==> config.mk <==
export PLATFORM = sky130hd
export DESIGN_NAME = positional_array_list_top
export DESIGN_NICKNAME = d
export VERILOG_FILES = /design/src/design/pal_pkg.sv /design/src/design/pal_cell.sv /design/src/design/pal_ctrl.sv /design/src/design/positional_array_list_top.sv
export VERILOG_INCLUDE_DIRS = /design/src /design/src/design
export SDC_FILE = /design/constraint.sdc
export NUM_CORES = 2
export LEC_CHECK = 0
export ABC_CLOCK_PERIOD_IN_PS = 11100
export BUFFER_PORTS_ARGS = -buffer_cell sky130_fd_sc_hd__buf_4
export CAP_MARGIN = 20
export CORE_MARGIN = 1
export CORE_UTILIZATION = 40
export CTS_BUF_LIST = sky130_fd_sc_hd__clkbuf_8 sky130_fd_sc_hd__clkbuf_16
export CTS_CLUSTER_SIZE = 14
export DETAILED_ROUTE_END_ITERATION = 10
export GPL_TIMING_DRIVEN = 0
export PLACE_DENSITY_LB_ADDON = 0.15
export SLEW_MARGIN = 20
export SYNTH_ARGS = -nofsm -noshare
export SYNTH_HDL_FRONTEND = slang
export SYNTH_SLANG_ARGS = --single-unit
==> constraint.sdc <==
create_clock -name clock -period 11.1 [get_ports clock]
set_input_delay 3.33 -clock clock [delete_from_list [all_inputs] [get_ports clock]]
set_output_delay 3.33 -clock clock [all_outputs]
set_load 0.1 [all_outputs]
==> src/design/positional_array_list_top_macros.svh <==
// ---------------------------------------------------------------------------
// positional array list assertion macros
// shared concurrent assertion forms for the list blocks
// ---------------------------------------------------------------------------
`ifndef POSITIONAL_ARRAY_LIST_TOP_MACROS_SVH
`define POSITIONAL_ARRAY_LIST_TOP_MACROS_SVH

// same-cycle implication, disabled during reset
`define PAL_ASSERT_IMP(lbl, clk, rst, pre, post, msg) \
   lbl: assert property (@(posedge clk) disable iff (rst) (pre) |-> (post)) else $error(msg);

// next-cycle implication, disabled during reset
`define PAL_ASSERT_NXT(lbl, clk, rst, pre, post, msg) \
   lbl: assert property (@(posedge clk) disable iff (rst) (pre) |=> (post)) else $error(msg);

`endif

==> src/design/pal_pkg.sv <==
// ---------------------------------------------------------------------------
// pal_pkg
// types and constants shared by the positional array list blocks
// ---------------------------------------------------------------------------
`timescale 1ns / 1ps

package pal_pkg;

   localparam int POS_W     = 4;
   localparam int WORD_W    = 32;
   localparam int OUT_CNT_W = 5;
   localparam int OP_W      = 2;

   typedef enum logic [OP_W-1:0] {
      OP_READ   = 2'd0,
      OP_MODIFY = 2'd1,
      OP_INSERT = 2'd2,
      OP_REMOVE = 2'd3
   } pal_op_type;

   // command broadcast to every cell, enables already qualified by success
   typedef struct packed {
      logic                     modify_en;
      logic                     insert_en;
      logic                     remove_en;
      logic [POS_W-1:0]         position;
      logic signed [WORD_W-1:0] value;
   } pal_cmd_type;

   // result status of one item, after the operation
   typedef struct packed {
      logic                 ok;
      logic [OUT_CNT_W-1:0] count;
      logic                 is_empty;
      logic                 is_full;
   } pal_status_type;

endpackage

==> src/design/pal_cell.sv <==
// ---------------------------------------------------------------------------
// pal_cell
// one list slot: loads from the lower neighbor, the upper neighbor,
// the new value or holds
// ---------------------------------------------------------------------------
`timescale 1ns / 1ps

module pal_cell
   import pal_pkg::*;
#(
   parameter int INDEX = 0
) (
   input  logic                     clock,
   input  pal_cmd_type              cmd,
   input  logic signed [WORD_W-1:0] prev_word,
   input  logic signed [WORD_W-1:0] next_word,
   output logic signed [WORD_W-1:0] word
);

   logic signed [WORD_W-1:0] word_ff;
   logic signed [WORD_W-1:0] word_in;
   logic                     at_pos;
   logic                     above_pos;

   assign at_pos    = (32'(cmd.position) == 32'(INDEX));
   assign above_pos = (32'(INDEX) > 32'(cmd.position));

   always_comb begin
      word_in = word_ff;
      priority if (cmd.insert_en) begin
         if (at_pos) begin
            word_in = cmd.value;
         end else if (above_pos) begin
            word_in = prev_word;
         end
      end else if (cmd.remove_en) begin
         if (at_pos || above_pos) begin
            word_in = next_word;
         end
      end else if (cmd.modify_en) begin
         if (at_pos) begin
            word_in = cmd.value;
         end
      end else begin
         // no operation on the row this cycle
         word_in = word_ff;
      end
   end

   always_ff @(posedge clock) begin
      word_ff <= word_in;
   end

   assign word = word_ff;

endmodule

==> src/design/pal_ctrl.sv <==
// ---------------------------------------------------------------------------
// pal_ctrl
// fill count, bounds checks and command decode for the cell row
// ---------------------------------------------------------------------------
`timescale 1ns / 1ps
`include "positional_array_list_top_macros.svh"

module pal_ctrl
   import pal_pkg::*;
#(
   parameter int CAPACITY = 16
) (
   input  logic                     clock,
   input  logic                     reset,
   input  logic                     accept,
   input  pal_op_type               opcode,
   input  logic [POS_W-1:0]         position,
   input  logic signed [WORD_W-1:0] value,
   output pal_cmd_type              cmd,
   output pal_status_type           status
);

   localparam int CNT_W = $clog2(CAPACITY + 1);
   localparam int CMP_W = (CNT_W > POS_W) ? CNT_W : POS_W;

   logic [CNT_W-1:0] count_ff;
   logic [CNT_W-1:0] count_in;
   logic [CMP_W-1:0] pos_ext;
   logic [CMP_W-1:0] cnt_ext;
   logic             in_list;
   logic             not_full;
   logic             ok;

   assign pos_ext  = CMP_W'(position);
   assign cnt_ext  = CMP_W'(count_ff);
   assign in_list  = (pos_ext < cnt_ext);
   assign not_full = (count_ff != CNT_W'(CAPACITY));

   always_comb begin
      unique case (opcode)
         OP_READ:   ok = in_list;
         OP_MODIFY: ok = in_list;
         OP_INSERT: ok = not_full && (pos_ext <= cnt_ext);
         OP_REMOVE: ok = in_list;
         default:   ok = 1'b0;
      endcase
   end

   always_comb begin
      cmd.modify_en = accept && ok && (opcode == OP_MODIFY);
      cmd.insert_en = accept && ok && (opcode == OP_INSERT);
      cmd.remove_en = accept && ok && (opcode == OP_REMOVE);
      cmd.position  = position;
      cmd.value     = value;
   end

   always_comb begin
      count_in = count_ff;
      if (cmd.insert_en) begin
         count_in = count_ff + 1'b1;
      end else if (cmd.remove_en) begin
         count_in = count_ff - 1'b1;
      end
   end

   always_comb begin
      status.ok       = ok;
      status.count    = OUT_CNT_W'(count_in);
      status.is_empty = (count_in == '0);
      status.is_full  = (count_in == CNT_W'(CAPACITY));
   end

   always_ff @(posedge clock) begin
      if (reset) begin
         count_ff <= '0;
      end else begin
         count_ff <= count_in;
      end
   end

   `PAL_ASSERT_NXT(a_insert_grows, clock, reset, cmd.insert_en,
      count_ff == CNT_W'($past(count_ff) + 1'b1), "insert did not grow the list")
   `PAL_ASSERT_NXT(a_remove_shrinks, clock, reset, cmd.remove_en,
      count_ff == CNT_W'($past(count_ff) - 1'b1), "remove did not shrink the list")
   `PAL_ASSERT_NXT(a_refused_holds, clock, reset, accept && !ok,
      count_ff == $past(count_ff), "refused item changed the fill count")

endmodule

==> src/design/positional_array_list_top.sv <==
// ---------------------------------------------------------------------------
// positional_array_list_top
// bounded ordered list of signed words with read, modify, insert and remove
// ---------------------------------------------------------------------------
// The list is a row of CAPACITY cells, one word each, plus a fill count.
// On acceptance of an item each cell loads from its lower
// neighbor (insert shifts up), its upper neighbor (remove shifts down), the
// item's value (insert or modify at the position) or keeps its word, and
// the result is captured in the output register the same edge. Items are
// taken one per cycle while the result side keeps up; the single output
// register holds a result that is not taken and stalls the request side
// until it goes. Read, modify and remove are refused when the position is
// not below the count, insert when the list is full or the position is
// beyond the count; a refused item leaves the list unchanged. read_value
// is zero except for a successful read. No clearing pass after reset:
// only slots below the count are ever read.
// ---------------------------------------------------------------------------
`timescale 1ns / 1ps
`include "positional_array_list_top_macros.svh"

module positional_array_list_top
   import pal_pkg::*;
#(
   parameter int CAPACITY = 16
) (
   input  logic                     clock,
   input  logic                     reset,
   // request channel
   input  logic                     req_valid,
   output logic                     req_stall,
   input  logic [OP_W-1:0]          req_opcode,
   input  logic [POS_W-1:0]         req_position,
   input  logic signed [WORD_W-1:0] req_value,
   // response channel
   output logic                     rsp_valid,
   input  logic                     rsp_stall,
   output logic                     rsp_ok,
   output logic signed [WORD_W-1:0] rsp_read_value,
   output logic [OUT_CNT_W-1:0]     rsp_count,
   output logic                     rsp_is_empty,
   output logic                     rsp_is_full
);

   // positions reach only the first cells of the row
   localparam int RD_N = (CAPACITY < (1 << POS_W)) ? CAPACITY : (1 << POS_W);

   pal_op_type               opcode;
   logic                     accept;
   pal_cmd_type              cmd;
   pal_status_type           status;
   logic signed [WORD_W-1:0] words [CAPACITY];
   logic signed [WORD_W-1:0] sel_word;
   logic signed [WORD_W-1:0] rd_word;

   // output register
   logic                     rsp_valid_ff;
   logic                     rsp_valid_in;
   logic                     rsp_ok_ff;
   logic signed [WORD_W-1:0] rsp_read_value_ff;
   logic [OUT_CNT_W-1:0]     rsp_count_ff;
   logic                     rsp_is_empty_ff;
   logic                     rsp_is_full_ff;

   assign opcode    = pal_op_type'(req_opcode);
   // only a held result that is not being taken blocks a new item
   assign req_stall = rsp_valid_ff && rsp_stall;
   assign accept    = req_valid && !req_stall;

   pal_ctrl #(
      .CAPACITY (CAPACITY)
   ) u_ctrl (
      .clock    (clock),
      .reset    (reset),
      .accept   (accept),
      .opcode   (opcode),
      .position (req_position),
      .value    (req_value),
      .cmd      (cmd),
      .status   (status)
   );

   // row of cells, each wired to both neighbors; ends see zero
   for (genvar g = 0; g < CAPACITY; g++) begin : g_cell
      logic signed [WORD_W-1:0] prev_word;
      logic signed [WORD_W-1:0] next_word;

      if (g == 0) begin : g_first
         assign prev_word = '0;
      end else begin : g_mid_lo
         assign prev_word = words[g-1];
      end

      if (g == CAPACITY - 1) begin : g_last
         assign next_word = '0;
      end else begin : g_mid_hi
         assign next_word = words[g+1];
      end

      pal_cell #(
         .INDEX (g)
      ) u_cell (
         .clock     (clock),
         .cmd       (cmd),
         .prev_word (prev_word),
         .next_word (next_word),
         .word      (words[g])
      );
   end

   // read port: select the addressed cell before the operation
   always_comb begin
      sel_word = '0;
      for (int i = 0; i < RD_N; i++) begin
         if (req_position == POS_W'(i)) begin
            sel_word = words[i];
         end
      end
   end

   assign rd_word = (status.ok && (opcode == OP_READ)) ? sel_word : '0;

   always_comb begin
      rsp_valid_in = rsp_valid_ff && rsp_stall;
      if (accept) begin
         rsp_valid_in = 1'b1;
      end
   end

   always_ff @(posedge clock) begin
      if (reset) begin
         rsp_valid_ff <= 1'b0;
      end else begin
         rsp_valid_ff <= rsp_valid_in;
      end
   end

   // result payload, loaded only with a new item
   always_ff @(posedge clock) begin
      if (accept) begin
         rsp_ok_ff         <= status.ok;
         rsp_read_value_ff <= rd_word;
         rsp_count_ff      <= status.count;
         rsp_is_empty_ff   <= status.is_empty;
         rsp_is_full_ff    <= status.is_full;
      end
   end

   assign rsp_valid      = rsp_valid_ff;
   assign rsp_ok         = rsp_ok_ff;
   assign rsp_read_value = rsp_read_value_ff;
   assign rsp_count      = rsp_count_ff;
   assign rsp_is_empty   = rsp_is_empty_ff;
   assign rsp_is_full    = rsp_is_full_ff;

   // a refused item never carries read data
   `PAL_ASSERT_IMP(a_refused_no_data, clock, reset, rsp_valid_ff && !rsp_ok_ff,
      rsp_read_value_ff == '0, "refused item carries read data")
   // accepted non-read items report zero read data
   `PAL_ASSERT_NXT(a_nonread_no_data, clock, reset, accept && (opcode != OP_READ),
      rsp_read_value_ff == '0, "non-read item carries read data")
   // a stalled result stays valid and its count unchanged
   `PAL_ASSERT_NXT(a_stalled_holds, clock, reset, rsp_valid_ff && rsp_stall,
      rsp_valid_ff && $stable(rsp_count_ff), "stalled result changed")

endmodule
# Word-level counts from Yosys, hierarchy flattened
# Index checks and enable logic that the tools add are counted.
# totals
regBits	558
output_inout_bits	42
word_cells	283
# classes
n_addsub	2
order_cmp	17
eq_ne	51
muxes	130
n_reduce_logical	60
# op_table
cell	count
$mux W32	126
$ne A3 B1 Y1 const B	31
$reduce_and A4 Y1	15
$reduce_bool A3 Y1	16
$eq A4 B4 Y1 const B	8
$gt A4 B4 Y1 const A	8
$eq A4 B3 Y1 const B	4
$gt A3 B4 Y1 const A	4
$logic_or A1 B1 Y1	15
$mux W5	2
$eq A4 B2 Y1 const B	2
$gt A2 B4 Y1 const A	2
$logic_and A1 B1 Y1	8
$add A5 B1 Y5 const B	1
$eq A5 B5 Y1 const B	1
$le A4 B5 Y1	1
$logic_not A5 Y1	1
$lt A4 B5 Y1	1
$ne A5 B5 Y1 const B	1
$sub A5 B1 Y5 const B	1
$eq A2 B2 Y1 const B	2
$eq A4 B1 Y1 const B	1
$gt A1 B4 Y1 const A	1
$logic_not A4 Y1	1
7 further kinds	7

# Depth between registers and ports, before layout
# depth
ltp_word	17
mapped_depth	13

# By module
# From an unflattened synthesis, not the netlist that was laid out.
# hier_totals
hier_cells	4055
area_unflattened_um2	39181.3
# modules_own_cells
mod	n_inst	cells_per_inst	area_each_um2
positional_array_list_top	1	871	6800.3
pal_cell (g_cell[10].u_cell)	1	220	2100.8
pal_cell (g_cell[5].u_cell)	1	219	2074.5
pal_cell (g_cell[11].u_cell)	1	218	2043.2
pal_cell (g_cell[7].u_cell)	1	218	2038.2
pal_cell (g_cell[3].u_cell)	1	219	2019.4
pal_cell (g_cell[4].u_cell)	1	220	2018.2
pal_cell (g_cell[12].u_cell)	1	185	2011.9
pal_cell (g_cell[6].u_cell)	1	184	2003.2
pal_cell (g_cell[15].u_cell)	1	218	2001.9
pal_cell (g_cell[2].u_cell)	1	184	1995.7
pal_cell (g_cell[1].u_cell)	1	183	1980.6
pal_cell (g_cell[8].u_cell)	1	218	1980.6
pal_cell (g_cell[14].u_cell)	1	152	1898.1
+4 rows	--	--	--

# Worst setup path before layout
# OpenSTA, ideal clock, no wires.
# synth_timing
path_kind	input-to-reg
start	input req_valid
end	register g_cell[2].u_cell.word_ff[0], enable pin
setup_time_ns	0.595
arrival_time_ns	11.179
setup_slack_ns	-0.673
stages	5
cell_sequence	a21boi_1 > o31a_1 > o21ai_1 > clkbuf_1 > a2111oi_0
# synth_via
elab_chain_cells	5
word_cells_on_any_way	10
cone_classes	eq/ne (2); reduce/logical (8)
# synth_rtl
item	line_no	source
start: declaration	positional_array_list_top.sv:29	input logic req_valid,
$logic_and A1 B1 Y1 (*)	positional_array_list_top.sv:67	assign accept = req_valid && !req_stall;
$logic_and A1 B1 Y1 (*)	pal_ctrl.sv:50, pal_ctrl.sv:51, pal_ctrl.sv:52	
$logic_and A1 B1 Y1, on equally long branches	pal_ctrl.sv:51, pal_ctrl.sv:50, pal_ctrl.sv:52	
$ne A3 B1 Y1 (no source line) / $reduce_bool A3 Y1 (equally long branches)	--	
$reduce_and A4 Y1 (no source line) (*)	--	
end signal: assignment	pal_cell.sv:51	word_ff <= word_in;
end: declaration	pal_cell.sv:20	logic signed [WORD_W-1:0] word_ff;
# Mark *: on every way between the ends. The rest lies on a longest branch, timed or not.
# A chain may end at the register's enable or synchronous reset.

# Worst setup path in the final report
# layout_timing
start	input req_position[0]
end	register g_cell[3].u_cell.word_ff[26], enable pin
# layout_via
elab_chain_cells	7
word_cells_on_any_way	16
cone_classes	order compare (3); eq/ne (3); mux (1); reduce/logical (9)
# layout_rtl
item	line_no	source
start: declaration	positional_array_list_top.sv:32	input logic [POS_W-1:0] req_position,
$le A4 B5 Y1	pal_ctrl.sv:43	OP_INSERT: ok = not_full && (pos_ext <= cnt_ext);
$logic_and A1 B1 Y1	pal_ctrl.sv:43	
$pmux W1 S2	pal_ctrl.sv:40	unique case (opcode)
$logic_and A1 B1 Y1	pal_ctrl.sv:50, pal_ctrl.sv:51, pal_ctrl.sv:52	
$logic_and A1 B1 Y1, on equally long branches	pal_ctrl.sv:51, pal_ctrl.sv:50, pal_ctrl.sv:52	
$ne A3 B1 Y1 (no source line) / $reduce_bool A3 Y1 (equally long branches)	--	
$reduce_and A4 Y1 (no source line) (*)	--	
end signal: assignment	pal_cell.sv:51	
end: declaration	pal_cell.sv:20	
# Marked as above.

==> parameters.txt <==
Parameter                              Value

Final layout
  Number of cells in the finished layout apart from fillers ... 4,815
  Fill cell total of the finished layout ... 8,438
  Layout overhead on the synthesized area ... 13.5%
  Share of layout cells above drive strength 1 ... 18.3%
  Total number of nets in the final design ... 3,650
  Post-route core utilization ... 46.1%

Logic synthesis
  Proportion of synthesized chip area in sequential cells ... 47.0%
  Share of synthesized registers carrying an async set or reset ... 0%
  Flip-flop cell with the highest count after synthesis ... sky130_fd_sc_hd__edfxtp_1
  Flip-flop and latch count after synthesis ... 558
  Netlist Area Pre-Place ... 0.0355 mm²
  Synthesized area per cell ... 10.4 µm²
  Net count after synthesis ... 3,476
  Post-synthesis instance total ... 3,428
  Count of flip-flops with a built-in enable after synthesis ... 552
  Count of yosys warnings during synthesis ... 0
  Synth cell types ... 72

Status
  Status ... completed

Placement
  Half-perimeter wire length after detailed placement ... 139,000 µm
  Placed Cells incl. Taps ... 4,685
  Final GP Congestion ... 1.02
  Count of input and output buffers ... 49

Floorplan
  Cell row count ... 108
  Area of the core ... 0.0873 mm²
  Initial core utilization ... 40.7%
  Die ar. ... 0.0899 mm²
  Die height ... 300 µm
  Horizontal extent of the die ... 300 µm
  Number of primary I/O pins ... 84

STA
  Tightest slew margin relative to the limit ... 17.1%
  Number of hold violations in the final report ... 0
  Worst slew pin tran ... 1.24 ns
  Final Cycle Share ... 73.7%
  Final number of max-transition violations ... 0
  Worst-case clock skew ... 0.0230 ns
  Setup violations, final ... 0
  Fin crit period ... 8.18 ns
  Achievable frequency ... 0.122 GHz
  Unrepaired setup endpoints after global routing ... no
  Aggregate negative setup slack ... 0 ns
  Worst hold slack across all endpoints ... 0.604 ns

Clocking
  Buffers from clock root to sink, at most ... 3
  Post-cts sizing count ... 0
  Clock buffers created by TritonCTS ... 69
  Clock Root Buffer ... sky130_fd_sc_hd__clkbuf_16
  Max H-tree Level ... 3
  Clock input transition at the sequential cells of the worst setup and hold paths ... 0.06 ns
  Clk_lat worst skew ... 0.64 ns
  Post-CTS Setup Repair Bufs ... 0
  TritonCTS clock tree ... built
  Clock net sink count ... 558
  CTS Hold Buffers Added ... 0

Critical path
  Largest delay share family, worst path ... buffers and inverters
  Crit path arrival time ... 8.51 ns
  Crit-path slowest cell ... sky130_fd_sc_hd__clkbuf_1
  Critical path's largest stage delay ... 0.88 ns
  Required arrival time at the worst endpoint ... 11.43 ns
  Maximum net fanout on the critical path ... 10
  CP Depth ... 15
  Cell-by-cell listing of the critical path ... buf_4 -> inv_1 -> clkbuf_1 -> clkbuf_1 -> ha_1 -> inv_1 -> a21oi_1 -> o22a_1 -> o21ai_1 -> clkbuf_1 -> buf_1 -> buf_8 -> nor3_2 -> buf_4 -> buf_4
  CP Launch Type ... input pin
  Critical Setup Path Class ... input pin to flop
  WP buf/inv ... 10
  Category of the worst setup path capture point ... flop
  Worst Reg2Reg Path Length in Cells ... 11
  Setup slack of the worst register-to-register path ... 6.97 ns

Pwr
  Power density relative to cell area ... 145 mW/mm²
  Reported leakage power ... 14.8 nW
  IR drop worst, VDD ... 0.113 mV

Drt
  Per-cell via count in the routed design ... 7.18
  DRC violations left ... 0
  DRC violation total after the first TritonRoute iteration ... 5,327
  Total routed wirelength ... 177,000 µm
  Total via count in the routed design ... 34,590
  Count of antenna-violating nets left after detailed routing ... 0
  Average wire length per cell after detail routing ... 36.8 µm
  Number of detailed-route iterations in the first pass ... 6

GRT
  Number of antenna violations at the first check in global routing ... 5
  Pin count of the biggest net entering global routing ... 21
  Overall Global Routing Usage ... 38.5%
  First-pass GRT wire length ... 247,000 µm
  Total gr overflow ... 0
  Via count of the first global-routing pass ... 32,903

Worst hold path
  Worst Hold Path Cells ... 2
  Min-delay worst type ... flop to flop

Job
  Max-capacitance violation count ... 0
[tightest hold or removal path, cell delays in order (launching register included)]
cell                      delay, ns
sky130_fd_sc_hd__dfxtp_1       0.36
sky130_fd_sc_hd__o21ai_0       0.12
sky130_fd_sc_hd__a21oi_1       0.07
[layer usage]
| layer | vias to the layer above | track usage [%] | wire, µm |
|---|---|---|---|
| met2 | 2569 | 56.8 | 75500 |
| li1 | 14109 | - | - |
| met1 | 17441 | 52.2 | 70500 |
| met5 | - | 0 | 28 |
| met3 | 467 | 8.37 | 19900 |
| met4 | 4 | 21.7 | 11300 |
[cell usage in the layout (no fill, tap or decap), types with 8 or more instances in the layout]
| cell | count |
|---|---|
| sky130_fd_sc_hd__a21oi_1 | 116 |
| sky130_fd_sc_hd__o22ai_1 | 18 |
| sky130_fd_sc_hd__bufinv_16 | 9 |
| sky130_fd_sc_hd__a41oi_1 | 288 |
| sky130_fd_sc_hd__inv_1 | 307 |
| sky130_fd_sc_hd__nor2_1 | 362 |
| sky130_fd_sc_hd__o31ai_1 | 21 |
| sky130_fd_sc_hd__o21ai_0 | 98 |
| sky130_fd_sc_hd__clkbuf_1 | 312 |
| sky130_fd_sc_hd__nor2b_1 | 10 |
| sky130_fd_sc_hd__nor3_1 | 17 |
| sky130_fd_sc_hd__nand2_1 | 47 |
| sky130_fd_sc_hd__o221a_2 | 288 |
| sky130_fd_sc_hd__edfxtp_1 | 552 |
| sky130_fd_sc_hd__mux2_2 | 23 |
| sky130_fd_sc_hd__a221oi_1 | 45 |
| sky130_fd_sc_hd__buf_2 | 129 |
| sky130_fd_sc_hd__and3_1 | 165 |
| sky130_fd_sc_hd__mux2i_1 | 91 |
| sky130_fd_sc_hd__a221o_1 | 161 |
| sky130_fd_sc_hd__buf_16 | 9 |
| sky130_fd_sc_hd__nand3_1 | 32 |
| sky130_fd_sc_hd__buf_1 | 47 |
| sky130_fd_sc_hd__buf_4 | 71 |
| sky130_fd_sc_hd__a22o_1 | 55 |
| sky130_fd_sc_hd__a22oi_1 | 52 |
| sky130_fd_sc_hd__a31oi_1 | 10 |
| sky130_fd_sc_hd__clkinv_1 | 16 |
| sky130_fd_sc_hd__a21o_1 | 32 |
| sky130_fd_sc_hd__clkbuf_16 | 73 |
| sky130_fd_sc_hd__a211oi_1 | 47 |
| sky130_fd_sc_hd__nor3_2 | 8 |
| sky130_fd_sc_hd__clkinv_2 | 12 |
[per-stage QoR]
step,power [mW],cell area [µm²],setup slack (ns)
2_1_floorplan,3.08,35500,0.891
3_3_place_gp,3.44,37300,-4.51
3_5_place_dp,3.46,38000,2.25
4_1_cts,5.81,40200,2.89
5_1_grt,5.95,40300,2.91
6_report,5.86,40300,2.92
[sequential cells by signal (all words and copies together) (netlist names)]
register,count
g_cell.u_cell.word,512
rsp_count,5
rsp_is_empty,1
rsp_is_full,1
rsp_ok,1
rsp_read_value,32
rsp_valid,1
u_ctrl.cnt_ext,5
[power by group]
| group | switching [mW] | internal, mW |
|---|---|---|
| clock network | 0.999 | 1.39 |
| registers | 0.0493 | 2.41 |
| logic | 0.697 | 0.307 |
| total | 1.74 | 4.11 |
[layout make-up]
cell class | instances | area, µm² | area share, %
repair buffers | 103 | 918 | 2.28
well taps | 1155 | 1450 | 3.59
inverters | 299 | 1120 | 2.79
diodes | 7 | 17.5 | 0.0435
plain buffers | 475 | 1940 | 4.82
clock inverters | 49 | 453 | 1.12
multi-input cells | 2096 | 15900 | 39.4
clock buffers | 73 | 1830 | 4.54
flip-flops and latches | 558 | 16700 | 41.5
[cell families after synthesis]
| family | count (synthesis) | synth area share, % |
|---|---|---|
| adders and majority gates | 6 | 0.212 |
| muxes | 121 | 3.74 |
| and+or+nand+nor | 682 | 9.02 |
| AOI/OAI and AO/OA | 1282 | 31.2 |
| xor gates and xnor gates | 5 | 0.123 |
| buffers and inverters | 774 | 8.62 |
| DFF | 558 | 47.0 |
[synthesized netlist by cell type (6+ instances only)]
cell type / number / area (µm²)
sky130_fd_sc_hd__buf_1: 47 / 176
sky130_fd_sc_hd__a21o_1: 32 / 240
sky130_fd_sc_hd__a21oi_1: 117 / 586
sky130_fd_sc_hd__and3_1: 165 / 1030
sky130_fd_sc_hd__a22oi_1: 52 / 390
sky130_fd_sc_hd__clkbuf_1: 314 / 1180
sky130_fd_sc_hd__edfxtp_1: 552 / 16600
sky130_fd_sc_hd__a22o_1: 55 / 482
sky130_fd_sc_hd__nor4_1: 7 / 43.8
sky130_fd_sc_hd__dfxtp_1: 6 / 120
sky130_fd_sc_hd__o211ai_1: 7 / 52.6
sky130_fd_sc_hd__nor2b_1: 10 / 62.6
sky130_fd_sc_hd__nor3_1: 22 / 110
sky130_fd_sc_hd__o221ai_1: 6 / 52.6
sky130_fd_sc_hd__mux2_2: 23 / 259
sky130_fd_sc_hd__buf_2: 106 / 531
sky130_fd_sc_hd__o221a_2: 288 / 3240
sky130_fd_sc_hd__nor2_1: 368 / 1380
sky130_fd_sc_hd__ha_1: 6 / 75.1
sky130_fd_sc_hd__inv_1: 298 / 1120
sky130_fd_sc_hd__o21ai_0: 98 / 490
sky130_fd_sc_hd__a211oi_1: 47 / 353
sky130_fd_sc_hd__o22ai_1: 18 / 113
sky130_fd_sc_hd__a31oi_1: 10 / 62.6
sky130_fd_sc_hd__mux4_2: 7 / 158
sky130_fd_sc_hd__mux2i_1: 91 / 911
sky130_fd_sc_hd__o31ai_1: 21 / 158
sky130_fd_sc_hd__nand3_1: 32 / 160
sky130_fd_sc_hd__a221o_1: 161 / 1610
sky130_fd_sc_hd__a221oi_1: 45 / 394
sky130_fd_sc_hd__nand2_1: 47 / 176
sky130_fd_sc_hd__a41oi_1: 288 / 2520
[worst paths after layout]
path,endpoint,start
max,g_cell[3].u_cell.word[26]$_DFFE_PP_,req_position[0]
min,u_ctrl.cnt_ext[0]$_SDFF_PP0_,u_ctrl.cnt_ext[0]$_SDFF_PP0_
max reg2reg,g_cell[3].u_cell.word[26]$_DFFE_PP_,u_ctrl.cnt_ext[3]$_SDFF_PP0_
min reg2reg,u_ctrl.cnt_ext[0]$_SDFF_PP0_,u_ctrl.cnt_ext[0]$_SDFF_PP0_
Power figures use the tool's default switching activity.
